**src/nearest_neighbour_tour_unit_defines.svh**
```systemverilog
`ifndef NEAREST_NEIGHBOUR_TOUR_UNIT_DEFINES_SVH
`define NEAREST_NEIGHBOUR_TOUR_UNIT_DEFINES_SVH

// Assertion helpers. They expect clk_i and rst_ni in the enclosing module.

`define NNT_ASSERT(name, expr, msg) \
  name: assert property (@(posedge clk_i) disable iff (!rst_ni) (expr)) \
    else $error(msg);

`define NNT_ASSERT_IMP(name, ante, cons, msg) \
  name: assert property (@(posedge clk_i) disable iff (!rst_ni) (ante) |-> (cons)) \
    else $error(msg);

`endif

```
**src/nnt_pkg.sv**
```systemverilog
`timescale 1ns / 1ps

package nnt_pkg;

  localparam int FIELD_W     = 4;
  localparam int DIST_W      = 16;
  localparam int TOTAL_W     = 20;
  localparam int QUEUE_DEPTH = 2;
  localparam logic [TOTAL_W-1:0] TOTAL_MAX = '1;

  typedef enum logic {
    OP_WRITE = 1'b0,
    OP_RUN   = 1'b1
  } op_e;

  // One command held in the queue between the front and the back.
  typedef struct packed {
    op_e                op;
    logic [FIELD_W-1:0] row;
    logic [FIELD_W-1:0] col;
    logic [DIST_W-1:0]  distance;
    logic [FIELD_W-1:0] start_city;
  } cmd_t;

  // Saturating accumulation of one leg onto the tour length.
  function automatic logic [TOTAL_W-1:0] sat_add(input logic [TOTAL_W-1:0] a,
                                                 input logic [DIST_W-1:0]  b);
    logic [TOTAL_W:0] sum;
    sum = {1'b0, a} + (TOTAL_W+1)'(b);
    return sum[TOTAL_W] ? TOTAL_MAX : sum[TOTAL_W-1:0];
  endfunction

endpackage

```
**src/nnt_fifo.sv**
```systemverilog
`timescale 1ns / 1ps
`include "nearest_neighbour_tour_unit_defines.svh"

module nnt_fifo (
  input  logic          clk_i,
  input  logic          rst_ni,
  input  logic          push_i,
  input  nnt_pkg::cmd_t push_cmd_i,
  output logic          full_o,
  input  logic          pop_i,
  output logic          empty_o,
  output nnt_pkg::cmd_t pop_cmd_o
);
  import nnt_pkg::*;

  localparam int PTR_W = (QUEUE_DEPTH > 1) ? $clog2(QUEUE_DEPTH) : 1;
  localparam int CNT_W = $clog2(QUEUE_DEPTH + 1);
  localparam logic [PTR_W-1:0] LAST_PTR = PTR_W'(QUEUE_DEPTH - 1);

  cmd_t             slot_q [QUEUE_DEPTH];
  logic [PTR_W-1:0] wr_ptr_q, wr_ptr_d;
  logic [PTR_W-1:0] rd_ptr_q, rd_ptr_d;
  logic [CNT_W-1:0] cnt_q, cnt_d;

  assign full_o    = (cnt_q == CNT_W'(QUEUE_DEPTH));
  assign empty_o   = (cnt_q == '0);
  assign pop_cmd_o = slot_q[rd_ptr_q];

  always_comb begin
    wr_ptr_d = wr_ptr_q;
    rd_ptr_d = rd_ptr_q;
    cnt_d    = cnt_q;
    if (push_i) begin
      wr_ptr_d = (wr_ptr_q == LAST_PTR) ? '0 : wr_ptr_q + 1'b1;
    end
    if (pop_i) begin
      rd_ptr_d = (rd_ptr_q == LAST_PTR) ? '0 : rd_ptr_q + 1'b1;
    end
    if (push_i && !pop_i) begin
      cnt_d = cnt_q + 1'b1;
    end else if (pop_i && !push_i) begin
      cnt_d = cnt_q - 1'b1;
    end
  end

  always_ff @(posedge clk_i or negedge rst_ni) begin
    if (!rst_ni) begin
      wr_ptr_q <= '0;
      rd_ptr_q <= '0;
      cnt_q    <= '0;
    end else begin
      wr_ptr_q <= wr_ptr_d;
      rd_ptr_q <= rd_ptr_d;
      cnt_q    <= cnt_d;
    end
  end

  always_ff @(posedge clk_i) begin
    if (push_i) begin
      slot_q[wr_ptr_q] <= push_cmd_i;
    end
  end

  `NNT_ASSERT(a_cnt_bound, cnt_q <= CNT_W'(QUEUE_DEPTH), "queue count beyond depth")
  `NNT_ASSERT(a_no_overflow, !(push_i && full_o), "push into a full queue")
  `NNT_ASSERT(a_no_underflow, !(pop_i && empty_o), "pop from an empty queue")

endmodule

```
**config.mk**
```make
export PLATFORM = sky130hd
export DESIGN_NAME = nnt_fifo
export DESIGN_NICKNAME = d
export VERILOG_FILES = /design/src/nnt_pkg.sv /design/src/nnt_fifo.sv
export VERILOG_INCLUDE_DIRS = /design/src /design/src/src
export SDC_FILE = /design/constraint.sdc
export NUM_CORES = 1
export LEC_CHECK = 0
export ABC_AREA = 1
export ABC_CLOCK_PERIOD_IN_PS = 6000
export BUFFER_PORTS_ARGS = -buffer_cell sky130_fd_sc_hd__buf_2
export CORE_UTILIZATION = 40
export DETAILED_ROUTE_END_ITERATION = 8
export PLACE_DENSITY = 0.65
export SLEW_MARGIN = 40
export SYNTH_ARGS = -nofsm -noshare
export SYNTH_HDL_FRONTEND = slang
export SYNTH_SLANG_ARGS = --single-unit
```
**constraint.sdc**
```tcl
create_clock -name clk_i -period 6 [get_ports clk_i]
set_input_delay 0.3 -clock clk_i [delete_from_list [all_inputs] [get_ports clk_i]]
set_output_delay 0.3 -clock clk_i [all_outputs]
set_load 0.05 [all_outputs]
```
==> results.md, run 1 <==
* Worst Hold Class: input port to flip-flop
* Cell Chain, Critical Path: mux2_4 > buf_2
* Worst R2R Setup Slack at ~4600 ps
* CTS Hold Bufs at 1
* Vias in the first global route at 1347
* Fmax at roughly 0.5 GHz
* Antenna-violating nets left at 0
* Area of the placeable core at between 5000 and 6000 um^2
* Hpwl dp at ~2500 um
* CTS HTree Levels at 3
* Yosys reg bits at between 60 and 70
* Clock Sinks at 62
* Worst-margin pin slew at 656 ps
* Initial Utilization at 0.426
* Nets at 222
* Hold EP: slot_q[0][2]$_DFFE_PP_
* Slowest CP cell: dfrtp_4
* Row cnt at 27
* Via count at between 1000 and 1500
* Reg2reg path depth at 2
* Max cap viols at 0
* CP max FO at 30
* Pwr dens at ~540 nW/um^2
* Worst IR Drop VDD at 0.000261 V
* Combinational group share of total power at 0.410
* Hold Vio Cnt, Final at 0
* Net Sw Frac at 0.411
* Hold path startpoint: push_cmd_i[2]
* WL per Instance at 14.3 um
* Final Cycle Share at 0.330
* Gate Count Post-Synth at 115
* Reg clk slew, reported paths at approximately 70 ps
* GRT Total Usage at 0.137
* Kind of critical path: flip-flop to output pin
* Leak at between 1 and 1.5 nW
* Final wirelength at ~3800 um
* Clk root buf: clkbuf_8
* YS warnings at 0
* Critical R2R Launch: wr_ptr_q$_DFFE_PN0P_
* Clock period minus worst slack at 1980 ps
* TritonCTS buffer count at 9
* Synthesized area per cell at 21.0 um^2
* Detailed Routing Iterations Pass 1 at 4
* Rel. slew slack at 0.562
* Part of the power in registers at 0.410
* Total Neg Setup Slack at 0 ps
* Hold slack final at around 150 ps
* Critical Path Source Type: flip-flop
* Fin. max-slew vios at 0
* DRC Markers at 0
* Sequential element share of the synthesized area at 0.762
* Input/output buffers at between 60 and 70
* Fill cell count at 483
* Crit path capture type: output pin
* Hold Crit Depth at 1
* Outcome: complete, no violations
* Postcts setup bufs at 0
* Cell variety after synth at 12
* Layout cell share with drive strength beyond 1 at 0.560
* Die area at between 6000 and 7000 um^2
* Clk Latency, worst-skew pair at 330 ps
* RSZ-0062 raised after global routing: no
* Via-to-Cell Ratio at 4.69
* Final setup fails at 0
* CTS tree: yes
* Cell area after synthesis at around 2400 um^2
* 1st-iter DRT viols at between 40 and 50
* Critical path's largest stage delay at around 780 ps
* Die span in x at 79.7 um
* First-pass GRT wire length at about 6300 um
* Switching power at approximately 0.66 mW
* Worst path required time at 5700 ps
* Clk_skew at ~6.4 ps
* Clock share of power at 0.179
* ANT cells at 0
* Clock Path Buffers at 2
* Placer Congestion at about 0.67
* Reg2reg end: slot_q[1][28]$_DFFE_PP_
* Syn nets at between 100 and 150
* Largest net degree at the start of global routing at 31
* Grt total ovfl at 0
* Top Ports at 64
* Area growth syn-to-layout at 23.9%
* Antenna violations before repair at 0
* Die Span Y at 79.7 um
* Worst path arrival time at 1680 ps
* Post-CTS resize count at 0
* Internal at about 0.95 mW
registers in the layout (all words and copies together) (netlist names):
signal and count:
slot_q 58, cnt_q 2, rd_ptr_q 1, wr_ptr_q 1
cell usage after synthesis:
master	count	share of area
buf_6	3	0.014
ha_1	1	0.0052
xor2_1	2	0.0072
nand4_1	1	0.0026
nand3_1	1	0.0021
nor2_1	3	0.0047
mux2_4	29	0.18
edfxtp_1	58	0.72
nand2_1	5	0.0078
inv_1	7	0.011
xnor2_1	1	0.0036
dfrtp_1	4	0.041
kinds of logic after synthesis:
kind of cell / synth area share
flip-flops: 0.762
buffers and inverters: 0.0248
adder cells (fa/ha/maj): 0.00518
AND/OR/NAND/NOR: 0.0171
XOR/XNOR: 0.0109
multiplexers: 0.180
power by group through the flow:
stage / sequential [mW] / combinational (mW) / clock (mW)
2_1_floorplan: 0.612 / 0.606 / 0
3_3_place_gp: 0.666 / 0.651 / 0
3_5_place_dp: 0.676 / 0.656 / 0
4_1_cts: 0.668 / 0.659 / 0.299
5_1_grt: 0.678 / 0.698 / 0.316
6_report: 0.664 / 0.664 / 0.290
cell usage in the layout (no fill, tap or decap):
| cell | Yosys | final |
|---|---|---|
| inv_1 | 7 | 6 |
| nand2_1 | 5 | 5 |
| xor2_1 | 2 | 2 |
| nor2_4 | 0 | 1 |
| nand3_1 | 1 | 1 |
| mux2_4 | 29 | 29 |
| clkinvlp_4 | 0 | 1 |
| xnor2_1 | 1 | 1 |
| buf_16 | 0 | 1 |
| inv_2 | 0 | 1 |
| nor2_1 | 3 | 2 |
| clkbuf_8 | 0 | 9 |
| clkinv_2 | 0 | 2 |
| ha_1 | 1 | 1 |
| dfrtp_4 | 0 | 1 |
| clkinv_1 | 0 | 3 |
| clkbuf_1 | 0 | 1 |
| dfrtp_1 | 4 | 3 |
| buf_2 | 0 | 63 |
| edfxtp_1 | 58 | 58 |
| dlygate4sd3_1 | 0 | 1 |
| nand4_1 | 1 | 1 |
routing by layer:
metal,track usage,part of all wire,up-vias
met5,0,0,-
met4,0.107,0.029,0
met3,0.0366,0.063,13
met2,0.217,0.49,59
met1,0.155,0.42,588
li1,-,-,583
final cells by class:
cell class	instances	area, um^2	share of cell area
sequential	62	1850	0.616
multi-input combinational	43	523	0.175
timing repair buffer	65	353	0.118
clock buffer	10	128	0.0426
tap	72	90.1	0.0301
clock inverter	6	28.8	0.00961
inverter	7	26.3	0.00878
stage by stage:
| stage | power, mW | instance area, um^2 | util | worst slack, ps | instances |
|---|---|---|---|---|---|
| 3_3_place_gp | 1.32 | 2800 | 0.493 | 4170 | 247 |
| 3_5_place_dp | 1.33 | 2800 | 0.493 | 4350 | 247 |
| 5_1_grt | 1.69 | 2990 | 0.528 | 3950 | 265 |
| 4_1_cts | 1.63 | 2970 | 0.523 | 3980 | 264 |
| 2_1_floorplan | 1.22 | 2420 | - | 3940 | 115 |
| 6_report | 1.62 | 2990 | 0.528 | 4020 | 265 |
worst max-delay path by stage:
stage	slack, ps	from	end
2_1_floorplan	3940	wr_ptr_q$_DFFE_PN0P_	slot_q[0][0]$_DFFE_PP_
3_3_place_gp	4170	rd_ptr_q$_DFFE_PN0P_	pop_cmd_o[18]
3_5_place_dp	4350	rd_ptr_q$_DFFE_PN0P_	pop_cmd_o[7]
4_1_cts	3980	rd_ptr_q$_DFFE_PN0P_	pop_cmd_o[7]
5_1_grt	3950	rd_ptr_q$_DFFE_PN0P_	pop_cmd_o[21]
6_report	4020	rd_ptr_q$_DFFE_PN0P_	pop_cmd_o[4]
critical path, delay by kind of cell, from the launching register on:
family	cells	cell delay (ps)
DFF	1	780
muxes	1	350
buffers and inverters	1	210
No activity file was read; power rests on OpenSTA's default activity.
==> run 2: changes to the inputs <==
ABC_AREA = 0   (was 1)
ABC_CLOCK_PERIOD_IN_PS = 1800   (was 6000)
PLACE_DENSITY = 0.68   (was 0.65)
clock period = 1.8 ns   (was 6 ns; I/O delays follow)
==> run 2 against run 1 <==
  * Synthesized cell count shrank 7.8%
  * Sequential cell count did not move
  * Setup slack got worse by 3900 ps
  * Non-clock buffer count grew 36
  * Count of clock-buffer cells in the layout decreased by 1
  * First-iteration DRC count is 51% lower
  * Total power grew to 3.5 times the previous value
  * Area after synthesis is 0.83% lower
  * Via count grew 4.8%
  * Design area up 11%
  * Core utilization rose by 6.0 points
  * Largest power group is now combinational logic
==> results.md, run 2 <==
* Synthesized area per cell at roughly 23 um^2
* Die span in x at approximately 80 um
* Worst R2R Setup Slack at between 600 and 700 ps
* Top cells by count, synth: edfxtp_1, mux2_4, dfrtp_1, xor2_1, buf_6
* Input/output buffers at 63
* Worst Hold Class: input port to async pin
* Hpwl dp at 2750 um
* Top flop regs: slot_q x58, cnt_q x2
* Top-area cell type share of the netlist area at 0.727
* Count leader, synth: edfxtp_1
* Top reg by flops: slot_q
* Area growth syn-to-layout at 38.3%
* Max reg flops at slightly below 60
* Fill cell count at between 400 and 500
* Total Neg Setup Slack at 0 ps
* Nets at about 250
* Util after Layout at 0.588
* Reg2reg path depth at 2
* DRC Markers at 0
* Row cnt at 27
* Antenna-violating nets left at 0
* Commonest non-fill, non-tap cells in the layout: buf_2, edfxtp_1, dlygate4sd3_1, mux2_4, clkbuf_8
* Fmax at 0.600 GHz
* Reg clk slew, reported paths at about 60 ps
* Met1 usage in global routing at 0.157
* Commonest non-fill, non-tap cell in the layout: buf_2
* Post-synth ARST share at 0.0645
* Die Span Y at between 70 and 80 um
* Antenna violations before repair at 0
* Area of the placeable core at roughly 5600 um^2
* Clk_skew at 4.08 ps
* Final setup fails at 0
* GRT met3 Usage at 0.0491
* Critical Path Source Type: flip-flop
* Clk Latency, worst-skew pair at 320 ps
* Part of the power in registers at 0.363
* Via-to-Cell Ratio at roughly 4.5
* Cell variety after synth at 11
* CTS tree: yes
* GR peak layer: met2
* Worst path arrival time at approximately 1600 ps
* Outcome: complete, no violations
* Clk root buf: clkbuf_8
* Area leader, netlist: edfxtp_1
* Gate Count Post-Synth at about 110
* Net Sw Frac at 0.397
* Yosys reg bits at slightly above 60
* Rel. slew slack at 0.755
* First-pass GRT wire length at about 6600 um
* Detailed Routing Iterations Pass 1 at 4
* Worst IR Drop VDD at just under 0.001 V
* Clock period minus worst slack at approximately 1700 ps
* Layout cell share with drive strength beyond 1 at 0.511
* Top Ports at between 60 and 70
* Final wirelength at approximately 4300 um
* Post-CTS resize count at 0
* Die area at ~6300 um^2
* Total power at ~5.6 mW
* Vias in the first global route at approximately 1400
* Ys flop type: edfxtp_1
* Max cap viols at 0
* Critical R2R Launch: wr_ptr_q$_DFFE_PN0P_
* Synth top area cells: edfxtp_1, mux2_4, dfrtp_1
* ANT cells at 0
* Initial Utilization at 0.425
* GRT Total Usage at 0.150
* Combinational group share of total power at 0.440
* Fin. max-slew vios at 0
* Hold slack final at between 100 and 150 ps
* WL per Instance at roughly 15 um
* 1st-iter DRT viols at 22
* Syn nets at 140
* Grt total ovfl at 0
* CTS HTree Levels at 3
* Cell area after synthesis at around 2400 um^2
* Switching power at 2.23 mW
* Reg2reg end: slot_q[1][15]$_DFFE_PP_
* TritonCTS buffer count at 9
* YS warnings at 0
* RSZ-0062 raised after global routing: no
* Clock Sinks at 62
* Placer Congestion at roughly 0.64
* Worst-margin pin slew at roughly 370 ps
* EDFF count, synth at between 50 and 60
* Leak at 1.37 nW
* Pwr dens at approximately 1700 nW/um^2
* CP max FO at 20
* Crit path capture type: output pin
* Finished Cell Area at roughly 3300 um^2
* GR Layer Usage met2 at 0.268
* Final Cycle Share at 0.926
* Clock share of power at 0.197
* Sequential element share of the synthesized area at 0.768
* Largest net degree at the start of global routing at 21
* Internal at roughly 3.4 mW
* Worst path required time at 1710 ps
* Clock Path Buffers at 2
* Via count at 1303
* Hold Vio Cnt, Final at 0
* Area after DPL at roughly 2800 um^2
* Kind of critical path: flip-flop to output pin
## run 2: cell types whose count changed after synthesis, moves of 2 or more
cell,change
nand2_1,-5
nor2b_1,+2
inv_1,-6
xor2_1,+2
## run 2: critical path, cell delays in order, from the launching register on
cell	delay, ps
dfrtp_2	350
buf_4	330
mux2_4	340
buf_2	210
## run 2: final cells by class
| class | count | area [um^2] | share of cell area |
|---|---|---|---|
| sequential | 62 | 1840 | 0.556 |
| timing repair buffer | 101 | 681 | 0.205 |
| multi-input combinational | 40 | 520 | 0.157 |
| clock buffer | 9 | 124 | 0.0374 |
| tap | 72 | 90.1 | 0.0272 |
| clock inverter | 6 | 53.8 | 0.0162 |
| inverter | 1 | 3.75 | 0.00113 |
## run 2: what timing repair did
action / in CTS / in global routing
hold buffers: 32 / 0
endpoints found under the hold margin: 64 / 0
buffers inserted: 0 / 0
## run 2: power groups by stage
| stage | Combinational [mW] | Clock [mW] | Sequential, mW |
|---|---|---|---|
| after floorplan | 2.01 | 0 | 2.04 |
| after CTS | 2.49 | 1.13 | 2.04 |
| after global routing | 2.59 | 1.19 | 2.06 |
| final | 2.47 | 1.10 | 2.03 |
| after detailed placement | 2.43 | 0 | 2.06 |
| after global placement | 2.40 | 0 | 2.04 |
## run 2: through the flow
| step | setup WS, ps | std cells |
|---|---|---|
| global placement | 478 | 244 |
| detailed placement | 467 | 244 |
| CTS | 106 | 291 |
| floorplan | 216 | 106 |
| finish | 132 | 291 |
| global route | 51.1 | 291 |
## run 2: worst max-delay path by stage
stage,start,endpoint,slack [ps]
floorplan,wr_ptr_q$_DFFE_PN0P_,slot_q[0][0]$_DFFE_PP_,220
global placement,rd_ptr_q$_DFFE_PN0P_,pop_cmd_o[16],480
detailed placement,rd_ptr_q$_DFFE_PN0P_,pop_cmd_o[16],470
CTS,rd_ptr_q$_DFFE_PN0P_,pop_cmd_o[16],110
global route,rd_ptr_q$_DFFE_PN0P_,pop_cmd_o[20],50
finish,rd_ptr_q$_DFFE_PN0P_,pop_cmd_o[20],130
## run 2: logic make-up after synthesis
family	after synthesis	synth area share
xor+xnor	5	0.0183
fa+ha+maj	1	0.00522
buf+inv	4	0.0157
flops	62	0.768
mux	29	0.182
simple gates	5	0.0110
## run 2: routing by layer
metal / up-vias / wire (um)
li1: 625 / -
met1: 627 / 1680
met2: 48 / 2350
met3: 3 / 221
met4: 0 / 24
met5: - / 0
==> run 3: changes to the inputs <==
ABC_AREA = 1   (was 0)
==> run 3 against run 2 <==
  * Hold slack lost 3.4 ps
  * Sequential cell count did not move
  * Routed wire length fell by 3.0%
  * First-iteration DRC count grew 100%
  * Largest cell class unchanged
  * Design area grew 0.83%
  * Register-to-register slack worse by 20 ps
  * Count of clock-buffer cells in the layout rose by 6
==> results.md, run 3 (synthesized netlist as in run 1, its figures left out) <==
* Outcome: complete, no violations
* Clk_skew at ~7.6 ps
* Hold Vio Cnt, Final at 0
* Leak at around 1.4 nW
* Slowest CP cell: dfrtp_2
* Critical Path Source Type: flip-flop
* Worst IR Drop VDD at 0.00115 V
* Finished Cell Area at roughly 3300 um^2
* RSZ-0062 raised after global routing: no
* Worst setup startpoint: rd_ptr_q$_DFFE_PN0P_
* Clk Latency, worst-skew pair at ~320 ps
* Worst R2R Setup Slack at 640 ps
* Final setup margin at a little under 80 ps
* Combinational group share of total power at 0.437
* Delay-heaviest family, CP: flip-flops
* Crit path capture type: output pin
* Fill cell count at ~440
* Top Ports at 64
* WL per Instance at between 10 and 15 um
* Total power at between 5 and 6 mW
* Detailed Routing Iterations Pass 1 at 4
* Cell Chain, Critical Path: buf_12 > mux2_4 > buf_2
* Final Cycle Share at 0.957
* Final setup fails at 0
* Antenna-violating nets left at 0
* Kind of critical path: flip-flop to output pin
* Via-to-Cell Ratio at 4.51
* Die Span Y at between 70 and 80 um
* Reg2reg end: slot_q[0][25]$_DFFE_PP_
* Placer Congestion at approximately 0.68
* Reg2reg path depth at 2
* Antenna violations before repair at 0
* WP depth at 3
* Worst-margin pin slew at 280 ps
* Input/output buffers at between 60 and 70
* Largest net degree at the start of global routing at 24
* Part of the power in registers at 0.372
* Nets at 257
* Max reg flops at a little under 60
* Via count at ~1400
* Row cnt at 27
* TritonCTS buffer count at 9
* 1st-iter DRT viols at 44
* Clk root buf: clkbuf_8
* Pwr dens at around 1700 nW/um^2
* Top flop regs: slot_q x58, cnt_q x2
* Fin. max-slew vios at 0
* Hpwl dp at 2760 um
* Rel. slew slack at 0.813
* Critical path's largest stage delay at between 500 and 600 ps
* Fmax at 0.580 GHz
* Clock Sinks at 62
* Worst Hold Class: input port to async pin
* Initial Utilization at 0.426
* Reg clk slew, reported paths at roughly 60 ps
* Clock share of power at 0.191
* Clock period minus worst slack at about 1700 ps
* Top reg by flops: slot_q
* Final wirelength at 4150 um
* CP max FO at 23
* Area of the placeable core at approximately 5700 um^2
* Post-place setup slack at just over 400 ps
* Layout cell share with drive strength beyond 1 at 0.487
* Net Sw Frac at 0.395
* Worst path arrival time at 1630 ps
* Commonest non-fill, non-tap cells in the layout: buf_2, edfxtp_1, dlygate4sd3_1, mux2_4, clkbuf_8
* Internal at about 3.4 mW
* Max cap viols at 0
* Placed Instances at around 250
* Worst path required time at 1710 ps
* Commonest non-fill, non-tap cell in the layout: buf_2
* Clock Path Buffers at 2
* CTS tree: yes
* Postcts setup bufs at 0
* First-pass GRT wire length at approximately 6500 um
* GRT Total Usage at 0.142
* Crit path buf inv count at 2
* Final std cells w/o fill at 300
* Die area at roughly 6400 um^2
* Total Neg Setup Slack at 0 ps
* Die span in x at around 80 um
* ANT cells at 0
* Area after DPL at roughly 2800 um^2
* Area growth syn-to-layout at 38.3%
* Grt total ovfl at 0
* Critical R2R Launch: wr_ptr_q$_DFFE_PN0P_
* DRC Markers at 0
* CP endpoint: pop_cmd_o[25]
* Vias in the first global route at around 1400
* CTS HTree Levels at 3
* Switching power at about 2.2 mW
run 3: worst min path at each step:
| stage | from | end | slack, ps | cells after the start |
|---|---|---|---|---|
| final | rst_ni | cnt_q[1]$_DFFE_PN0P_ | 110 | 2 |
| after global routing | rst_ni | cnt_q[1]$_DFFE_PN0P_ | 110 | 2 |
| after CTS | rst_ni | cnt_q[1]$_DFFE_PN0P_ | 80 | 2 |
| after detailed placement | rst_ni | cnt_q[1]$_DFFE_PN0P_ | -100 | 1 |
| after global placement | rst_ni | cnt_q[0]$_DFFE_PN0P_ | -100 | 1 |
| after floorplan | rst_ni | cnt_q[0]$_DFFE_PN0P_ | -210 | 0 |
run 3: what timing repair did:
| action | CTS | global route |
|---|---|---|
| hold buffers | 32 | 0 |
| hold endpoints to repair | 64 | 0 |
| resized for setup | 0 | 0 |
run 3: power groups by stage:
stage | Clock (mW) | Sequential, mW | Combinational, mW
2_1_floorplan | 0 | 2.04 | 2.02
3_3_place_gp | 0 | 2.08 | 2.38
3_5_place_dp | 0 | 2.11 | 2.40
4_1_cts | 1.11 | 2.08 | 2.46
5_1_grt | 1.16 | 2.10 | 2.55
6_report | 1.07 | 2.08 | 2.44
run 3: layout make-up:
cell class                      count  area [um^2]  share of cell area
Multi-Input combinational cell     43          518               0.155
Clock inverter                      1         3.75             0.00112
Sequential cell                    62         1840               0.551
Clock buffer                       15          176              0.0528
Inverter                            7         26.3             0.00786
Tap cell                           72         90.1              0.0269
Timing Repair Buffer              100          686               0.205
run 3: worst register-to-register path, stage by stage, from the launching register on:
cell and delay (ps):
dfrtp_1 410, nor2_2 130, buf_4 290
run 3: per-layer routing:
metal,track usage,routed length (um),vias to the layer above
li1,-,-,647
met4,0.0750,60,0
met2,0.252,2160,47
met5,0,0,-
met3,0.0469,186,7
met1,0.148,1740,653
run 3: stage by stage:
stage / util / hold WS, ps
6_report: 0.589 / 112
5_1_grt: 0.589 / 106
4_1_cts: 0.589 / 81.0
3_5_place_dp: 0.501 / -98.0
3_3_place_gp: 0.501 / -98.6
2_1_floorplan: - / -206
